File: src/rtl/ivu_pkg.sv
// Shared types, codes and character helpers for the setting value unescaper.
package ivu_pkg;

    // Payload of one input item and one result item
    typedef struct packed {
        logic [7:0] raw_byte;
        logic       is_last;
    } t_in;

    typedef struct packed {
        logic [7:0] out_byte;
        logic       has_byte;
        logic       end_of_value;
        logic       trim_overflow;
    } t_out;

    // Scan phase codes
    typedef logic [1:0] t_scan;
    localparam t_scan SCAN_SKIP  = 2'd0;
    localparam t_scan SCAN_PARSE = 2'd1;
    localparam t_scan SCAN_IGN   = 2'd2;

    // Open quote codes
    typedef logic [1:0] t_quote;
    localparam t_quote QUOTE_NONE   = 2'd0;
    localparam t_quote QUOTE_SINGLE = 2'd1;
    localparam t_quote QUOTE_DOUBLE = 2'd2;

    // Escape phase codes
    typedef logic [2:0] t_esc;
    localparam t_esc ESC_NONE = 3'd0;
    localparam t_esc ESC_BS   = 3'd1;
    localparam t_esc ESC_OCT  = 3'd2;
    localparam t_esc ESC_HEX0 = 3'd3;
    localparam t_esc ESC_HEXD = 3'd4;

    // Digit accumulator: below 512 before a shift by 4, so 13 bits hold it
    localparam int ACC_W = 13;
    localparam logic [ACC_W-1:0] ACC_LIMIT = 13'd512;

    // Per-item step slots, run in this order
    localparam int NSLOT      = 4;
    localparam int SLOT_ESC   = 0;  // byte emitted by a finished escape
    localparam int SLOT_PLAIN = 1;  // plain byte, or flush on a closing quote
    localparam int SLOT_FIN   = 2;  // unfinished escape at end of value
    localparam int SLOT_CLOSE = 3;  // closing result

    typedef struct packed {
        logic             accept;
        logic [NSLOT-1:0] exec;
    } t_cmd;

    typedef struct packed {
        logic [NSLOT-1:0] in_en;
        logic [NSLOT-1:0] en;
        logic             step_done;
    } t_sts;

    // Characters
    localparam logic [7:0] CH_NL   = 8'h0A;
    localparam logic [7:0] CH_DQ   = 8'h22;
    localparam logic [7:0] CH_HASH = 8'h23;
    localparam logic [7:0] CH_SQ   = 8'h27;
    localparam logic [7:0] CH_BS   = 8'h5C;
    localparam logic [7:0] CH_X    = 8'h78;
    localparam logic [7:0] CH_LA   = 8'h61;
    localparam logic [7:0] CH_LB   = 8'h62;
    localparam logic [7:0] CH_LF   = 8'h66;
    localparam logic [7:0] CH_LN   = 8'h6E;
    localparam logic [7:0] CH_LR   = 8'h72;
    localparam logic [7:0] CH_LT   = 8'h74;
    localparam logic [7:0] CH_LV   = 8'h76;

    function automatic logic is_ws(input logic [7:0] b);
        is_ws = b inside {8'h20, [8'h09:8'h0D]};
    endfunction

    function automatic logic is_oct(input logic [7:0] b);
        is_oct = b inside {[8'h30:8'h37]};
    endfunction

    function automatic logic is_hex(input logic [7:0] b);
        is_hex = b inside {[8'h30:8'h39], [8'h41:8'h46], [8'h61:8'h66]};
    endfunction

    // Low nibble of the digit value; only meaningful when is_hex holds
    function automatic logic [3:0] hex_val(input logic [7:0] b);
        logic [7:0] v;
        if (b inside {[8'h30:8'h39]}) begin
            v = b - 8'h30;
        end else if (b inside {[8'h41:8'h46]}) begin
            v = b - 8'h37;
        end else begin
            v = b - 8'h57;
        end
        hex_val = v[3:0];
    endfunction

    // Single-character escapes; anything else stands for itself
    function automatic logic [7:0] esc_char(input logic [7:0] b);
        case (b)
            CH_LA:   esc_char = 8'h07;
            CH_LB:   esc_char = 8'h08;
            CH_LF:   esc_char = 8'h0C;
            CH_LN:   esc_char = 8'h0A;
            CH_LR:   esc_char = 8'h0D;
            CH_LT:   esc_char = 8'h09;
            CH_LV:   esc_char = 8'h0B;
            default: esc_char = b;
        endcase
    endfunction

endpackage

File: src/rtl/ivu_ctrl.sv
// Controller: walks the step slots of one item and paces input acceptance.
module ivu_ctrl (
    input  logic            i_clk,
    input  logic            i_rst_n,
    input  logic            i_in_valid,
    output logic            o_in_stall,
    input  ivu_pkg::t_sts   i_sts,
    output ivu_pkg::t_cmd   o_cmd
);

    typedef enum logic [4:0] {
        ST_IDLE  = 5'b00001,
        ST_ESC   = 5'b00010,
        ST_PLAIN = 5'b00100,
        ST_FIN   = 5'b01000,
        ST_CLOSE = 5'b10000
    } t_state;

    t_state r_state, n_state;

    logic [ivu_pkg::NSLOT-1:0] cur;
    logic [ivu_pkg::NSLOT-1:0] above;
    logic [ivu_pkg::NSLOT-1:0] rem;
    logic                      idle;
    logic                      finishing;
    logic                      last_step;
    logic                      accept;

    function automatic t_state first_slot(input logic [ivu_pkg::NSLOT-1:0] v);
        if (v[ivu_pkg::SLOT_ESC]) begin
            first_slot = ST_ESC;
        end else if (v[ivu_pkg::SLOT_PLAIN]) begin
            first_slot = ST_PLAIN;
        end else if (v[ivu_pkg::SLOT_FIN]) begin
            first_slot = ST_FIN;
        end else if (v[ivu_pkg::SLOT_CLOSE]) begin
            first_slot = ST_CLOSE;
        end else begin
            first_slot = ST_IDLE;
        end
    endfunction

    assign idle      = (r_state == ST_IDLE);
    assign cur       = r_state[ivu_pkg::NSLOT:1];
    // slots strictly after the current one
    assign above     = ~(ivu_pkg::NSLOT'(cur << 1) - ivu_pkg::NSLOT'(1));
    assign rem       = i_sts.en & above;
    assign finishing = !idle && i_sts.step_done;
    assign last_step = finishing && (rem == '0);
    assign accept    = i_in_valid && (idle || last_step);

    assign o_in_stall   = !(idle || last_step);
    assign o_cmd.accept = accept;
    assign o_cmd.exec   = cur;

    always_comb begin
        n_state = r_state;
        if (accept) begin
            n_state = first_slot(i_sts.in_en);
        end else if (finishing) begin
            n_state = first_slot(rem);
        end
    end

    always_ff @(posedge i_clk) begin
        if (!i_rst_n) begin
            r_state <= ST_IDLE;
        end else begin
            r_state <= n_state;
        end
    end

    a_hold_until_done: assert property (@(posedge i_clk) disable iff (!i_rst_n)
        (r_state != ST_IDLE) && !i_sts.step_done |=> $stable(r_state))
        else $error("step slot left before it completed");

    a_no_work_idle: assert property (@(posedge i_clk) disable iff (!i_rst_n)
        accept && (i_sts.in_en == '0) |=> (r_state == ST_IDLE))
        else $error("item without steps did not return to idle");

endmodule

File: src/rtl/ivu_dpath.sv
// Datapath: byte decode, held-whitespace store and result register.
module ivu_dpath #(
    parameter int PEND_DEPTH = 16
) (
    input  logic          i_clk,
    input  logic          i_rst_n,
    input  ivu_pkg::t_in  i_in_data,
    input  ivu_pkg::t_cmd i_cmd,
    output ivu_pkg::t_sts o_sts,
    output logic          o_out_valid,
    input  logic          i_out_stall,
    output ivu_pkg::t_out o_out_data
);

    localparam int PW = (PEND_DEPTH > 1) ? $clog2(PEND_DEPTH) : 1;
    localparam int CW = $clog2(PEND_DEPTH + 1);
    localparam int AW = ivu_pkg::ACC_W;
    localparam int NS = ivu_pkg::NSLOT;

    // Decode state
    ivu_pkg::t_scan  r_scan;
    ivu_pkg::t_quote r_quote;
    ivu_pkg::t_esc   r_esc;
    logic [AW-1:0]   r_acc;

    // Step slots of the item in progress
    logic [NS-1:0] r_en;
    logic [7:0]    r_b1, r_b2, r_b3;
    logic          r_fl2;

    // Held whitespace store
    logic [7:0]    mem [PEND_DEPTH];
    logic [PW-1:0] r_head, r_tail, n_head;
    logic [CW-1:0] r_count;
    logic [7:0]    r_rd;
    logic          r_ovf_seen;

    logic          r_ovalid;
    ivu_pkg::t_out r_out, n_out;

    // Decode outputs
    ivu_pkg::t_scan  d_scan;
    ivu_pkg::t_quote d_quote;
    ivu_pkg::t_esc   d_esc;
    logic [AW-1:0]   d_acc;
    logic [NS-1:0]   d_en;
    logic [7:0]      d_b1, d_b2, d_b3;
    logic            d_fl2;

    // Step execution
    logic       can_out, full, empty;
    logic       emit_step, op_flush, op_ws;
    logic [7:0] op_byte;
    logic       push, pop, out_load, clear, set_ovf, step_done;

    function automatic logic [PW-1:0] ptr_inc(input logic [PW-1:0] p);
        ptr_inc = (p == PW'(PEND_DEPTH - 1)) ? '0 : p + PW'(1);
    endfunction

    always_comb begin
        logic [7:0] b;
        logic       plain;
        logic       taken;
        b       = i_in_data.raw_byte;
        plain   = 1'b0;
        taken   = 1'b0;
        d_scan  = r_scan;
        d_quote = r_quote;
        d_esc   = r_esc;
        d_acc   = r_acc;
        d_en    = '0;
        d_b1    = '0;
        d_b2    = '0;
        d_b3    = '0;
        d_fl2   = 1'b0;

        if (d_scan == ivu_pkg::SCAN_SKIP &&
            !(ivu_pkg::is_ws(b) && b != ivu_pkg::CH_NL)) begin
            d_scan = ivu_pkg::SCAN_PARSE;
        end

        if (d_scan == ivu_pkg::SCAN_PARSE) begin
            case (r_esc)
                ivu_pkg::ESC_BS: begin
                    d_esc = ivu_pkg::ESC_NONE;
                    // backslash-newline is a line continuation
                    if (b != ivu_pkg::CH_NL) begin
                        if (ivu_pkg::is_oct(b)) begin
                            d_acc = AW'(b[2:0]);
                            d_esc = ivu_pkg::ESC_OCT;
                        end else if (b == ivu_pkg::CH_X) begin
                            d_esc = ivu_pkg::ESC_HEX0;
                        end else begin
                            d_en[ivu_pkg::SLOT_ESC] = 1'b1;
                            d_b1 = ivu_pkg::esc_char(b);
                        end
                    end
                end
                ivu_pkg::ESC_OCT: begin
                    if (r_acc < ivu_pkg::ACC_LIMIT && ivu_pkg::is_oct(b)) begin
                        d_acc = {r_acc[AW-4:0], b[2:0]};
                    end else begin
                        d_en[ivu_pkg::SLOT_ESC] = 1'b1;
                        d_b1  = r_acc[7:0];
                        d_esc = ivu_pkg::ESC_NONE;
                        d_acc = '0;
                        plain = 1'b1;
                    end
                end
                ivu_pkg::ESC_HEX0: begin
                    if (ivu_pkg::is_hex(b)) begin
                        d_acc = AW'(ivu_pkg::hex_val(b));
                        d_esc = ivu_pkg::ESC_HEXD;
                    end else begin
                        // bare \x stands for x
                        d_en[ivu_pkg::SLOT_ESC] = 1'b1;
                        d_b1  = ivu_pkg::CH_X;
                        d_esc = ivu_pkg::ESC_NONE;
                        plain = 1'b1;
                    end
                end
                ivu_pkg::ESC_HEXD: begin
                    if (r_acc < ivu_pkg::ACC_LIMIT && ivu_pkg::is_hex(b)) begin
                        d_acc = {r_acc[AW-5:0], ivu_pkg::hex_val(b)};
                    end else begin
                        d_en[ivu_pkg::SLOT_ESC] = 1'b1;
                        d_b1  = r_acc[7:0];
                        d_esc = ivu_pkg::ESC_NONE;
                        d_acc = '0;
                        plain = 1'b1;
                    end
                end
                default: begin
                    d_esc = ivu_pkg::ESC_NONE;
                    plain = 1'b1;
                end
            endcase

            if (plain) begin
                if (r_quote != ivu_pkg::QUOTE_NONE) begin
                    if (b == ((r_quote == ivu_pkg::QUOTE_SINGLE) ? ivu_pkg::CH_SQ
                                                                 : ivu_pkg::CH_DQ)) begin
                        d_quote = ivu_pkg::QUOTE_NONE;
                        d_en[ivu_pkg::SLOT_PLAIN] = 1'b1;
                        d_fl2 = 1'b1;
                        taken = 1'b1;
                    end
                end else if (b == ivu_pkg::CH_NL || b == ivu_pkg::CH_HASH) begin
                    d_scan = ivu_pkg::SCAN_IGN;
                    taken  = 1'b1;
                end else if (b == ivu_pkg::CH_SQ) begin
                    d_quote = ivu_pkg::QUOTE_SINGLE;
                    taken   = 1'b1;
                end else if (b == ivu_pkg::CH_DQ) begin
                    d_quote = ivu_pkg::QUOTE_DOUBLE;
                    taken   = 1'b1;
                end
                if (!taken) begin
                    if (b == ivu_pkg::CH_BS) begin
                        d_esc = ivu_pkg::ESC_BS;
                    end else begin
                        d_en[ivu_pkg::SLOT_PLAIN] = 1'b1;
                        d_b2 = b;
                    end
                end
            end
        end

        if (i_in_data.is_last) begin
            if (d_scan == ivu_pkg::SCAN_PARSE) begin
                case (d_esc)
                    ivu_pkg::ESC_BS: begin
                        d_en[ivu_pkg::SLOT_FIN] = 1'b1;
                        d_b3 = ivu_pkg::CH_BS;
                    end
                    ivu_pkg::ESC_OCT, ivu_pkg::ESC_HEXD: begin
                        d_en[ivu_pkg::SLOT_FIN] = 1'b1;
                        d_b3 = d_acc[7:0];
                    end
                    ivu_pkg::ESC_HEX0: begin
                        d_en[ivu_pkg::SLOT_FIN] = 1'b1;
                        d_b3 = ivu_pkg::CH_X;
                    end
                    default: begin
                        d_b3 = '0;
                    end
                endcase
            end
            d_en[ivu_pkg::SLOT_CLOSE] = 1'b1;
            d_scan  = ivu_pkg::SCAN_SKIP;
            d_quote = ivu_pkg::QUOTE_NONE;
            d_esc   = ivu_pkg::ESC_NONE;
            d_acc   = '0;
        end
    end

    always_ff @(posedge i_clk) begin
        if (!i_rst_n) begin
            r_scan  <= ivu_pkg::SCAN_SKIP;
            r_quote <= ivu_pkg::QUOTE_NONE;
            r_esc   <= ivu_pkg::ESC_NONE;
            r_acc   <= '0;
            r_en    <= '0;
        end else if (i_cmd.accept) begin
            r_scan  <= d_scan;
            r_quote <= d_quote;
            r_esc   <= d_esc;
            r_acc   <= d_acc;
            r_en    <= d_en;
        end
    end

    always_ff @(posedge i_clk) begin
        if (i_cmd.accept) begin
            r_b1  <= d_b1;
            r_b2  <= d_b2;
            r_b3  <= d_b3;
            r_fl2 <= d_fl2;
        end
    end

    // Step execution against the held whitespace store
    assign can_out   = !r_ovalid || !i_out_stall;
    assign full      = (r_count == CW'(PEND_DEPTH));
    assign empty     = (r_count == '0);
    assign emit_step = i_cmd.exec[ivu_pkg::SLOT_ESC] || i_cmd.exec[ivu_pkg::SLOT_PLAIN] ||
                       i_cmd.exec[ivu_pkg::SLOT_FIN];
    assign op_byte   = i_cmd.exec[ivu_pkg::SLOT_ESC]   ? r_b1 :
                       i_cmd.exec[ivu_pkg::SLOT_PLAIN] ? r_b2 : r_b3;
    assign op_flush  = i_cmd.exec[ivu_pkg::SLOT_PLAIN] && r_fl2;
    assign op_ws     = ivu_pkg::is_ws(op_byte) && !op_flush;

    always_comb begin
        push      = 1'b0;
        pop       = 1'b0;
        out_load  = 1'b0;
        clear     = 1'b0;
        set_ovf   = 1'b0;
        step_done = 1'b0;
        n_out     = '0;
        if (i_cmd.exec[ivu_pkg::SLOT_CLOSE]) begin
            if (can_out) begin
                out_load  = 1'b1;
                n_out     = '{out_byte: 8'h00, has_byte: 1'b0, end_of_value: 1'b1,
                              trim_overflow: r_ovf_seen};
                clear     = 1'b1;
                step_done = 1'b1;
            end
        end else if (emit_step) begin
            if (op_ws) begin
                if (full) begin
                    // store full: oldest held byte goes out early
                    if (can_out) begin
                        out_load  = 1'b1;
                        n_out     = '{out_byte: r_rd, has_byte: 1'b1, end_of_value: 1'b0,
                                      trim_overflow: 1'b1};
                        pop       = 1'b1;
                        push      = 1'b1;
                        set_ovf   = 1'b1;
                        step_done = 1'b1;
                    end
                end else begin
                    push      = 1'b1;
                    step_done = 1'b1;
                end
            end else if (!empty) begin
                // drain held bytes first, one per cycle while the result register is free
                if (can_out) begin
                    out_load = 1'b1;
                    n_out    = '{out_byte: r_rd, has_byte: 1'b1, end_of_value: 1'b0,
                                 trim_overflow: 1'b0};
                    pop      = 1'b1;
                end
            end else if (op_flush) begin
                step_done = 1'b1;
            end else if (can_out) begin
                out_load  = 1'b1;
                n_out     = '{out_byte: op_byte, has_byte: 1'b1, end_of_value: 1'b0,
                              trim_overflow: 1'b0};
                step_done = 1'b1;
            end
        end
    end

    assign n_head = clear ? '0 : (pop ? ptr_inc(r_head) : r_head);

    always_ff @(posedge i_clk) begin
        if (!i_rst_n) begin
            r_head     <= '0;
            r_tail     <= '0;
            r_count    <= '0;
            r_ovf_seen <= 1'b0;
        end else if (clear) begin
            r_head     <= '0;
            r_tail     <= '0;
            r_count    <= '0;
            r_ovf_seen <= 1'b0;
        end else begin
            r_head <= n_head;
            if (push) begin
                r_tail <= ptr_inc(r_tail);
            end
            if (push && !pop) begin
                r_count <= r_count + CW'(1);
            end else if (pop && !push) begin
                r_count <= r_count - CW'(1);
            end
            if (set_ovf) begin
                r_ovf_seen <= 1'b1;
            end
        end
    end

    always_ff @(posedge i_clk) begin
        if (push) begin
            mem[r_tail] <= op_byte;
        end
    end

    // Read port tracks the head; a write to that entry in the same cycle is forwarded
    always_ff @(posedge i_clk) begin
        if (push && r_tail == n_head) begin
            r_rd <= op_byte;
        end else begin
            r_rd <= mem[n_head];
        end
    end

    always_ff @(posedge i_clk) begin
        if (!i_rst_n) begin
            r_ovalid <= 1'b0;
        end else if (out_load) begin
            r_ovalid <= 1'b1;
        end else if (!i_out_stall) begin
            r_ovalid <= 1'b0;
        end
    end

    always_ff @(posedge i_clk) begin
        if (out_load) begin
            r_out <= n_out;
        end
    end

    assign o_out_valid     = r_ovalid;
    assign o_out_data      = r_out;
    assign o_sts.in_en     = d_en;
    assign o_sts.en        = r_en;
    assign o_sts.step_done = step_done;

    a_count_bound: assert property (@(posedge i_clk) disable iff (!i_rst_n)
        r_count <= CW'(PEND_DEPTH))
        else $error("held byte count above store depth");

    a_close_clears: assert property (@(posedge i_clk) disable iff (!i_rst_n)
        i_cmd.exec[ivu_pkg::SLOT_CLOSE] && step_done |=> (r_count == '0) && !r_ovf_seen)
        else $error("store not cleared after closing result");

    a_early_commit_full: assert property (@(posedge i_clk) disable iff (!i_rst_n)
        out_load && n_out.has_byte && n_out.trim_overflow |-> full)
        else $error("early commit while store not full");

endmodule

File: src/rtl/ini_value_unescape.sv
// Top level of the setting value unescaper: controller plus datapath.
//
//  channel | direction | handshake                 | payload
//  --------+-----------+---------------------------+-----------------------------
//  in      | input     | i_in_valid / o_in_stall   | i_in_data  (raw_byte, is_last)
//  out     | output    | o_out_valid / i_out_stall | o_out_data (out_byte, has_byte,
//          |           |                           |   end_of_value, trim_overflow)
//
// An item with no steps is taken every cycle while the controller is idle. Otherwise the item is
// taken, then each of its steps (escape byte, plain byte or flush, end-of-value
// escape, closing result) runs in turn; the next item is taken in the cycle the
// last step completes. Each result passes through the single result register,
// and held whitespace drains one byte per cycle, while the result register is
// free, through the one read port of the whitespace store.
// Reset is synchronous, active low; the store contents are not cleared.
// A stall on the output holds the current step until the result register frees.
module ini_value_unescape #(
    parameter int PEND_DEPTH = 16
) (
    input  logic          i_clk,
    input  logic          i_rst_n,
    input  logic          i_in_valid,
    output logic          o_in_stall,
    input  ivu_pkg::t_in  i_in_data,
    output logic          o_out_valid,
    input  logic          i_out_stall,
    output ivu_pkg::t_out o_out_data
);

    ivu_pkg::t_cmd cmd;
    ivu_pkg::t_sts sts;

    ivu_ctrl u_ctrl (
        .i_clk      (i_clk),
        .i_rst_n    (i_rst_n),
        .i_in_valid (i_in_valid),
        .o_in_stall (o_in_stall),
        .i_sts      (sts),
        .o_cmd      (cmd)
    );

    ivu_dpath #(
        .PEND_DEPTH (PEND_DEPTH)
    ) u_dpath (
        .i_clk       (i_clk),
        .i_rst_n     (i_rst_n),
        .i_in_data   (i_in_data),
        .i_cmd       (cmd),
        .o_sts       (sts),
        .o_out_valid (o_out_valid),
        .i_out_stall (i_out_stall),
        .o_out_data  (o_out_data)
    );

endmodule

File: config.mk
export PLATFORM = sky130hd
export DESIGN_NAME = ini_value_unescape
export DESIGN_NICKNAME = d
export VERILOG_FILES = /design/src/rtl/ivu_pkg.sv /design/src/rtl/ivu_ctrl.sv /design/src/rtl/ivu_dpath.sv /design/src/rtl/ini_value_unescape.sv
export SDC_FILE = /design/constraint.sdc
export NUM_CORES = 1
export LEC_CHECK = 0
export BUFFER_PORTS_ARGS = -buffer_cell sky130_fd_sc_hd__buf_2
export CAP_MARGIN = 20
export CORE_ASPECT_RATIO = 1.5
export CORE_UTILIZATION = 60
export CTS_CLUSTER_DIAMETER = 80
export DETAILED_ROUTE_END_ITERATION = 8
export PLACE_DENSITY = 0.84
export SYNTH_ARGS = -nofsm -noshare
export SYNTH_HDL_FRONTEND = slang
export SYNTH_SLANG_ARGS = --single-unit
File: constraint.sdc
create_clock -name i_clk -period 8.9 [get_ports i_clk]
set_input_delay 0 -clock i_clk [delete_from_list [all_inputs] [get_ports i_clk]]
set_output_delay 0 -clock i_clk [all_outputs]
set_load 0.02 [all_outputs]
==> reports/results.txt <==
Final period util = 0.539
fin util = 0.666
Final Slew Violations = 0
routed wire length per instance = 22.2 um
Worst Setup Start Kind = flop
Port Buffers = 25
H-Tree Depth = 1
DRT Pass-1 Iters = 5
clock skew = 0.0138 ns
max_slew headroom = 0.251
Tmin final = 4.80 ns
max-cap violation count = 0
crit path max fanout = 17
Highest Signal Layer = met4
vias = 7041
net switching power = 0.000908 W
I/O Pins = 26
Syn Area/Cell = 12.4 sq um
Initial Utilization = 0.615
number of flops mapped to enable cells by yosys = 164
RSZ-0062 raised after global routing = false
prevailing post-synth register cell = edfxtp_1
number of inserted diodes = 0
Sum Neg Setup Slack = 0 ns
vias per cell = 6.57
dpl hpwl = 16600 um
Final nets = 878
fmax = 208 MHz
antenna violations before repair = 0
Worst-path clk slew = 0.07 ns
Comb power frac = 0.263
Setup CP Type = flop to flop
die width = 109 um
Die Height = 163 um
worst-margin pin slew = 1.12 ns
CP arrival = 5.21 ns
Critical Path Sink Type = flop
gr ovfl total = 0
FF+latch count, synth = 211
Pleak = 3.70 nW
post-synthesis net count = 863
register area share after synthesis = 0.567
final hold vios = 0
Reg power frac = 0.474
CTS sink count = 211
met3 wire length = 1480 um
core area = 16800 sq um
Area growth syn-to-layout = 8.31%
global-route wire length before repair = 37800 um
Worst-Skew Late Latency = 0.48 ns
vias in the first global route = 7028
Clock Power Share = 0.262
clock buffer count from CTS = 19
Max VDD drop = 0.207 mV
Metal-1 WL = 8450 um
Hold WS = 0.0226 ns
WP data required = 9.31 ns
Clock Path Buffers = 3
Synth cell types = 86
# DRC = 0
1st-iter DRT viols = 516
Routed Antenna Nets = 0
root buffer cell = clkbuf_16
die area = 17800 sq um
status = complete, no violations
Post-Syn Instances = 834
pwr dens = 252 nW/um^2
Ys Warns = 0
sw frac = 0.322
GRT Util Overall = 0.282
Int Pwr = 0.00191 W
Finish-stage setup viols = 0
reg-to-reg slack, setup = 4.10 ns
WL met2 = 12800 um
Hold/Removal Path Class = primary input to flop
CTS tree = yes
share of cells above drive strength 1 = 0.157
WL final = 23800 um
RD Place Congestion = 0.964
Post-Syn Area = 10300 sq um
ys async rst share = 0
largest net degree at the start of global routing = 67
row cnt = 58
[layout by cell type, fill, tap and decap left out, types with 6 or more instances in the layout]
| cell | count |
|---|---|
| clkbuf_16 | 19 |
| a21o_1 | 9 |
| nor2b_1 | 12 |
| clkinv_2 | 6 |
| inv_1 | 28 |
| dlygate4sd3_1 | 10 |
| clkinv_1 | 6 |
| edfxtp_1 | 164 |
| nand2_1 | 63 |
| o2bb2ai_1 | 8 |
| dfxtp_1 | 46 |
| buf_2 | 25 |
| nand3_1 | 36 |
| a31oi_1 | 15 |
| a21oi_1 | 32 |
| nor3_1 | 15 |
| o21ai_0 | 11 |
| ha_1 | 15 |
| o21ai_1 | 11 |
| o22ai_1 | 7 |
| nor2_1 | 74 |
| nand2b_1 | 17 |
| and2_1 | 12 |
| mux2i_1 | 20 |
| buf_4 | 8 |
| o21a_1 | 10 |
| mux4_2 | 40 |
| a22oi_1 | 14 |
| nand4_1 | 10 |
[metal layers]
layer / vias to the layer above / global-route usage
met3: 87 / 0.0376
met1: 3411 / 0.320
met5: - / 0
met4: 0 / 0.138
met2: 335 / 0.512
li1: 3208 / -
[flip-flops by register name, indices dropped and copies added (netlist names), 2 cells and up, named ones only]
signal / cells
u_dpath.r_scan: 2
u_dpath.o_out_data: 11
u_dpath.r_tail: 4
u_dpath.mem: 128
u_dpath.r_quote: 2
u_ctrl.r_state: 5
u_dpath.r_count: 5
u_dpath.r_esc: 3
u_dpath.r_acc: 13
u_dpath.r_b1: 8
u_dpath.r_b3: 8
u_dpath.r_b2: 8
u_dpath.r_en: 3
u_dpath.r_head: 4
[worst paths after layout]
check,start,to,depth (start not counted)
max reg2reg,u_ctrl.r_state[2],u_dpath.r_count[4],15
min,i_in_data[5],u_dpath.r_b2[4],2
min reg2reg,u_dpath.r_en[3],u_dpath.r_en[3],2
max,u_ctrl.r_state[2],u_dpath.r_count[4],15
[kinds of logic after synthesis]
| group | count (synthesis) | synth area share |
|---|---|---|
| compound gates | 176 | 0.125 |
| xor+xnor | 9 | 0.00762 |
| fa+ha+maj | 16 | 0.0201 |
| buf+inv | 83 | 0.0358 |
| flops | 211 | 0.567 |
| mux | 62 | 0.109 |
| simple gates | 277 | 0.136 |
[timing repair]
item | in CTS | in global routing
endpoints found under the hold margin | 15 | 0
endpoints found under the setup margin | 0 | 0
hold buffers | 10 | 0
gates resized for setup | 0 | 0
buffers inserted | 0 | 0
[cells in the mapped netlist (4+ instances only)]
| cell type | instances | area, sq um |
|---|---|---|
| a211o_1 | 5 | 43.8 |
| a211oi_1 | 5 | 37.5 |
| a21o_1 | 9 | 67.6 |
| a21oi_1 | 32 | 160 |
| a22oi_1 | 14 | 105 |
| a31oi_1 | 15 | 93.8 |
| and2_1 | 12 | 75.1 |
| and3_1 | 5 | 31.3 |
| buf_1 | 8 | 30.0 |
| buf_2 | 10 | 50.1 |
| buf_6 | 5 | 56.3 |
| clkbuf_1 | 24 | 90.1 |
| dfxtp_1 | 47 | 941 |
| edfxtp_1 | 164 | 4920 |
| ha_1 | 15 | 188 |
| inv_1 | 28 | 105 |
| mux2i_1 | 20 | 200 |
| mux4_2 | 40 | 901 |
| nand2_1 | 63 | 236 |
| nand2b_1 | 17 | 106 |
| nand3_1 | 36 | 180 |
| nand4_1 | 10 | 62.6 |
| nor2_1 | 74 | 278 |
| nor2b_1 | 12 | 75.1 |
| nor3_1 | 15 | 75.1 |
| o211ai_2 | 5 | 62.6 |
| o21a_1 | 10 | 75.1 |
| o21ai_0 | 12 | 60.1 |
| o21ai_1 | 10 | 50.1 |
| o22ai_1 | 7 | 43.8 |
| o2bb2ai_1 | 8 | 70.1 |
| o31ai_1 | 4 | 30.0 |
| xnor2_1 | 5 | 43.8 |
| xor2_1 | 4 | 35.0 |
[metrics by stage]
| step | instances | area [sq um] | total power [W] | worst slack, ns |
|---|---|---|---|---|
| 2_1_floorplan | 834 | 10300 | 0.00189 | 5.02 |
| 3_3_place_gp | 1027 | 10500 | 0.00205 | 4.36 |
| 3_5_place_dp | 1027 | 10500 | 0.00208 | 4.19 |
| 4_1_cts | 1070 | 11200 | 0.00282 | 4.11 |
| 5_1_grt | 1071 | 11200 | 0.00295 | 3.68 |
| 6_report | 1071 | 11200 | 0.00282 | 4.10 |
[power groups by stage]
stage               Combinational, W  Sequential, W  Clock [W]
floorplan                   0.000516        0.00137          0
global placement            0.000691        0.00136          0
detailed placement          0.000717        0.00136          0
CTS                         0.000729        0.00134   0.000748
global route                0.000816        0.00135   0.000785
finish                      0.000743        0.00134   0.000740
[cell type report]
class,instances,area (sq um)
Clock buffer,21,483
Clock inverter,12,68.8
Fill cell,1218,5630
Inverter,34,129
Multi-Input combinational cell,540,4110
Sequential cell,211,5870
Tap cell,210,263
Timing Repair Buffer,43,285
[critical path: stages (launching register included)]
cell and delay (ns):
dfxtp_1 0.66, mux2i_1 0.27, o21a_1 0.24, clkinv_1 0.41, nor3_1 0.41, o21ai_2 0.12
a21oi_2 0.26, a211o_1 0.62, ha_1 0.31, inv_1 0.11, fa_1 0.41, a21o_1 0.19
a21oi_1 0.19, xnor2_1 0.09, or3_1 0.30, a21oi_1 0.14
Note: power is estimated with default switching activity, not from simulation.
